==> config.mk <==
export PLATFORM = sky130hd
export DESIGN_NAME = ptc_matrix_mem
export DESIGN_NICKNAME = d
export VERILOG_FILES = /design/src/rtl/ptc_pkg.sv /design/src/rtl/ptc_matrix_mem.sv
export SDC_FILE = /design/constraint.sdc
export NUM_CORES = 2
export LEC_CHECK = 0
export ABC_CLOCK_PERIOD_IN_PS = 6100
export BUFFER_PORTS_ARGS = -buffer_cell sky130_fd_sc_hd__buf_2
export CORE_MARGIN = 3
export CORE_UTILIZATION = 40
export DETAILED_ROUTE_END_ITERATION = 8
export PLACE_DENSITY = 0.54
export SYNTH_ARGS = -nofsm -noshare
export SYNTH_HDL_FRONTEND = slang
export SYNTH_SLANG_ARGS = --single-unit
==> constraint.sdc <==
create_clock -name i_clk -period 6.1 [get_ports i_clk]
set_input_delay 0.61 -clock i_clk [delete_from_list [all_inputs] [get_ports i_clk]]
set_output_delay 0.61 -clock i_clk [all_outputs]
set_load 0.05 [all_outputs]
==> src/rtl/ptc_pkg.sv <==
// ----------------------------------------------------------------------------
// ptc_pkg
// Shared types and constants for the chained 4x4 point transform block.
// ----------------------------------------------------------------------------
package ptc_pkg;

    // default parameter values
    localparam int MAX_MATS_DEF  = 8;
    localparam int FRAC_BITS_DEF = 16;

    // field widths
    localparam int CFG_W   = 4;
    localparam int COORD_W = 32;
    localparam int ELEM_W  = 4;      // element index within one matrix
    localparam int IN_W    = 168;    // input tdata, padded to bytes
    localparam int OUT_W   = 128;

    // input item kinds (tuser)
    localparam logic FUNC_WRITE = 1'b0;
    localparam logic FUNC_POINT = 1'b1;

    // last element of a matrix, row 3 column 3
    localparam logic [ELEM_W-1:0] LAST_ELEM = 4'hF;
    localparam logic [1:0]        LAST_COL  = 2'd3;
    localparam logic [1:0]        LAST_ROW  = 2'd3;

    // point vector, index 0 is x in the lowest bits
    typedef logic [3:0][COORD_W-1:0] t_point;

    // sequencer states
    typedef enum logic [3:0] {
        S_IDLE = 4'b0001,
        S_RUN  = 4'b0010,
        S_WAIT = 4'b0100,
        S_OUT  = 4'b1000
    } t_state;

    // tag that travels with a matrix element through the MAC pipeline
    typedef struct packed {
        logic              vld;
        logic [ELEM_W-1:0] elem;
    } t_mac_ctl;

endpackage

==> src/rtl/ptc_matrix_mem.sv <==
// ----------------------------------------------------------------------------
// ptc_matrix_mem
// Matrix element store: one write port, one read port, registered read data.
// ----------------------------------------------------------------------------
module ptc_matrix_mem #(
    parameter int AW = 7
) (
    input  logic          i_clk,
    input  logic          i_we,
    input  logic [AW-1:0] i_waddr,
    input  logic [31:0]   i_wdata,
    input  logic [AW-1:0] i_raddr,
    output logic [31:0]   o_rdata
);
    import ptc_pkg::*;

    localparam int DEPTH = 1 << AW;

    logic [COORD_W-1:0] r_mem [DEPTH];
    logic [COORD_W-1:0] r_rdata;

    // write port
    always_ff @(posedge i_clk) begin
        if (i_we) begin
            r_mem[i_waddr] <= i_wdata;
        end
    end

    // read port, registered
    always_ff @(posedge i_clk) begin
        r_rdata <= r_mem[i_raddr];
    end

    assign o_rdata = r_rdata;

endmodule

Yosys cells after proc, flatten, opt, wreduce, memory -nomap -nowiden

Memories as Yosys holds them, arrays and structs flattened. A register that Yosys moved wholly into a read port is not among the register bits.
Cells that the tools add are included.

Register bits: 0
Memory bits (writable): 4096
Input port bits: 48
Output and inout bits: 32
Logic and storage cells: 3
Memories: 1

Mux-type cells: 2

Memories:

| memory | words | bits a word | read ports | clocked after memory_dff | wr ports | RTL line             | RTL |
|---|---|---|---|---|---|---|---|
| r_mem  | 128   | 32          | 1          | 1                        | 1        | ptc_matrix_mem.sv:19 | `logic [COORD_W-1:0] r_mem [DEPTH];` |

Operators by type and width:

| kind   | count |
|---|---|
| $mux 1 | 2 |

Longest topological paths before layout

Depth after elaboration: 2
Depth in mapped cells: 8
Gate-level depth less buffers: 4

Worst setup path after synthesis

Ideal clock, no wire load.

Path type: input -> register
From: input port i_we
To: memory r_mem[98][0], enable pin
Data arrival time: 3.388 ns
Setup slack: 2.251 ns
Stages on the path: 3
Buffers on the path: 1
Path through: clkbuf_1 nand4_1 nor3_1

Longest elaborated chain between the ends: 2

Ends and longest elaborated chain:

| item                         | RTL line             | RTL |
|---|---|---|
| start: declaration           | ptc_matrix_mem.sv:9  | `input logic i_we,` |
| $mux 1                       | ptc_matrix_mem.sv:24 | `if (i_we) begin` |
| $mux 1 (implied by the code) | ptc_matrix_mem.sv:25 | `r_mem[i_waddr] <= i_wdata;` |
| end: declaration             | ptc_matrix_mem.sv:19 |  |

No other way between the ends.

Worst setup path after layout

From: input port i_waddr[5]
To: memory r_mem[63][20], enable pin

RTL lines:

| item               | RTL line             | RTL |
|---|---|---|
| start: declaration | ptc_matrix_mem.sv:10 | `input logic [AW-1:0] i_waddr,` |

Straight into the memory's write port.

==> metrics.md <==
| Metric | Value |
|---|---|
| Power Dens Cells | `about 330 mW/mm2` |
| Avg Inst Size Synth | `26.09 um2` |
| CTS tree | `done` |
| Antenna violations before repair | `57` |
| Share of layout cells above drive strength 1 | `between 30% and 40%` |
| Vias per cell | `5.884` |
| Final WL | `445400 um` |
| Final #Nets | `about 6500` |
| RR Startpoint | `r_mem[119][0]` |
| Max_cap viols | `0` |
| Setup violators final | `0` |
| Area of the mapped netlist | `0.1563 mm2` |
| Clock root buffer | `clkbuf_16` |
| Die W | `631.1 um` |
| Largest net degree at the start of global routing | `138` |
| Drt pass-1 iters | `5` |
| Core Rows | `between 200 and 250` |
| Clock buffer depth | `4` |
| Skew-Pair Late Insertion Delay | `0.96 ns` |
| Non-Filler Instances | `12032` |
| Post-DRT Antenna Nets | `0` |
| Clock power share | `41.6%` |
| CP max FO | `17` |
| 1st-iter DRT viols | `between 9000 and 10000` |
| Clock sinks | `between 4000 and 5000` |
| H-tree levels | `5` |
| CTS Buf Count | `416` |
| RSZ-0062 raised after global routing | `false` |
| Hold Crit Start | `i_wdata[23]` |
| I/O pins | `80` |
| Flop pwr share | `52.8%` |
| Measured slew at the worst slew-check pin | `1.350 ns` |
| Hold depth | `1` |
| Leak | `54.40 nW` |
| Critical path startpoint category | `primary input` |
| Hold EP | `r_mem[90][23]` |
| Dpl cell area | `0.1657 mm2` |
| Max Slew Vio Count | `0` |
| Height of the die | `631.1 um` |
| Number of global-route vias before repair | `71911` |
| Status | `finished, final reports clean` |
| Register Area | `0.1236 mm2` |
| Clock Pin Slew Worst Setup and Hold Paths | `0.06 ns` |
| Setup crit end kind | `flop` |
| Cells after synthesis | `5990` |
| Psw | `13.05 mW` |
| Hpwl dp | `259000 um` |
| Combinational power share | `5.5%` |
| Post-route clock period utilization | `66.52%` |
| Syn nets | `roughly 6000` |
| Number of port buffers | `79` |
| Initial Util | `40.34%` |
| Worst r2r dst | `o_rdata[0]` |
| Area Overhead vs Synth | `14.51%` |
| Synthesis-stage register bit count | `~4100` |
| Crit path time final | `about 4.1 ns` |
| Peak supply drop | `0.0002500 V` |
| Hold/Removal Path Class | `primary input to flop` |
| Yosys cell types | `17` |
| Placed cells | `roughly 11000` |
| Die area | `0.3982 mm2` |
| First-pass GRT wire length | `~600000 um` |
| Gp weighted congestion | `around 0.8` |
| Final hold violations | `0` |
| Post-route DRC | `0` |
| Critical path data arrival time | `about 4.7 ns` |
| Sum of negative setup slack | `0 ns` |
| Multi-input gate area | `0.03229 mm2` |
| Vias post-DR | `just over 70000` |
| Max Clk Rate | `246.5 MHz` |
| Routed length per placed instance | `37.02 um` |
| Crit path kind | `primary input to flop` |
| Yosys warnings | `0` |
| GRT Total Usage | `22.31%` |
| Post-CTS sizing | `0` |
| Req. time, crit path | `6.70 ns` |
| Clk_skew | `0.02931 ns` |
| Utilization after layout | `between 40% and 50%` |
| Core area | `0.3874 mm2` |
| Filler cells | `31687` |
| Total gr overflow | `0` |
| Switching Fraction | `roughly 22%` |
| Int Pwr | `46.55 mW` |
| Seq/Total Area, Yosys | `79.12%` |
| Reg2Reg Depth | `4` |
| Max-slew headroom | `~10%` |
| Design area | `0.1790 mm2` |
| Flop2flop setup slack | `3.38 ns` |
==> per-stage QoR <==
stage | power, mW | worst slack (ns) | hold WS [ns]
global route | 61.29 | 2.075 | 0.06916
floorplan | 33.61 | 2.251 | 0.7089
finish | 59.59 | 2.042 | 0.1101
CTS | 60.10 | 2.183 | 0.05186
detailed placement | 35.44 | 1.148 | 1.055
global placement | 35.40 | 1.062 | 1.049
==> critical path, stage by stage <==
cell	delay (ns)
buf_2	0.32
nor2b_1	0.84
nand3_1	1.10
nor2_4	1.21
buf_4	0.49
==> worst max-delay path by stage <==
stage | start | endpoint | slack, ns | cells after the start
6_report | i_waddr[5] | r_mem[63][20] | 2.04 | 5
5_1_grt | i_waddr[5] | r_mem[63][20] | 2.07 | 5
4_1_cts | i_waddr[5] | r_mem[63][19] | 2.18 | 5
3_5_place_dp | i_waddr[5] | r_mem[63][4] | 1.15 | 5
3_3_place_gp | i_waddr[5] | r_mem[58][17] | 1.06 | 5
2_1_floorplan | i_we | r_mem[98][0] | 2.25 | 3
==> cell type report <==
| type | count | share of cell area [%] |
|---|---|---|
| clock inverters | 230 | 1.156 |
| flip-flops and latches | 4128 | 69.09 |
| well taps | 5175 | 3.618 |
| diodes | 43 | 0.06013 |
| multi-input cells | 1546 | 18.05 |
| clock buffers | 535 | 6.182 |
| repair buffers | 375 | 1.847 |
==> cells in the mapped netlist <==
master	instances	area, um2
or3_1	1	6.260
clkbuf_1	182	683.2
buf_1	50	187.7
dfxtp_1	32	640.6
edfxtp_1	4096	123000
nor2b_1	7	43.79
nand2_1	14	52.55
nor2_1	122	457.9
nand4_1	3	18.77
mux2_2	32	360.4
mux4_2	1344	30270
nor3_1	9	45.04
buf_4	3	22.52
nand2b_1	2	12.51
buf_6	2	22.52
buf_2	79	395.4
nand3_1	12	60.06
==> repair_timing <==
| item | 4_1_cts | 5_1_grt |
|---|---|---|
| setup buffers | 0 | 0 |
| endpoints found under the hold margin | 14 | 0 |
| endpoints found under the setup margin | 0 | 0 |
| hold buffers | 1 | 0 |
==> sequential cells by signal (all words and copies together), names as in the netlist <==
register  flops
r_mem      4096
o_rdata      32
==> cell usage in the layout, fill, tap and decap left out, drive strengths merged <==
cell type	count
buf	374
mux2	32
nand4	3
clkinv	174
inv	16
diode	43
nor3	9
nor2	122
clkinvlp	11
clkbuf	535
bufinv	29
dlygate4sd3	1
or3	1
nand3	12
edfxtp	4096
dfxtp	32
nor2b	7
mux4	1344
nand2b	2
nand2	14
==> per-layer routing <==
layer,GRT usage [%],vias up,wire (um)
met4,6.649,4,13810
met1,31.51,39706,182000
met2,36.52,3079,220100
li1,-,27461,-
met3,2.872,546,29450
met5,0,-,25
==> cells by family after synthesis <==
family | share of synthesized area (%)
DFF | 79.12
muxes | 19.60
buffers and inverters | 0.8391
and+or+nand+nor | 0.4460
==> power by group through the flow <==
stage	sequential, mW	combinational (mW)	clock, mW
2_1_floorplan	32.1	1.51	0
5_1_grt	31.5	3.42	26.4
6_report	31.5	3.30	24.8
3_3_place_gp	32.1	3.32	0
3_5_place_dp	32.1	3.35	0
4_1_cts	31.5	3.36	25.3
(Power assumes the default switching activity.)
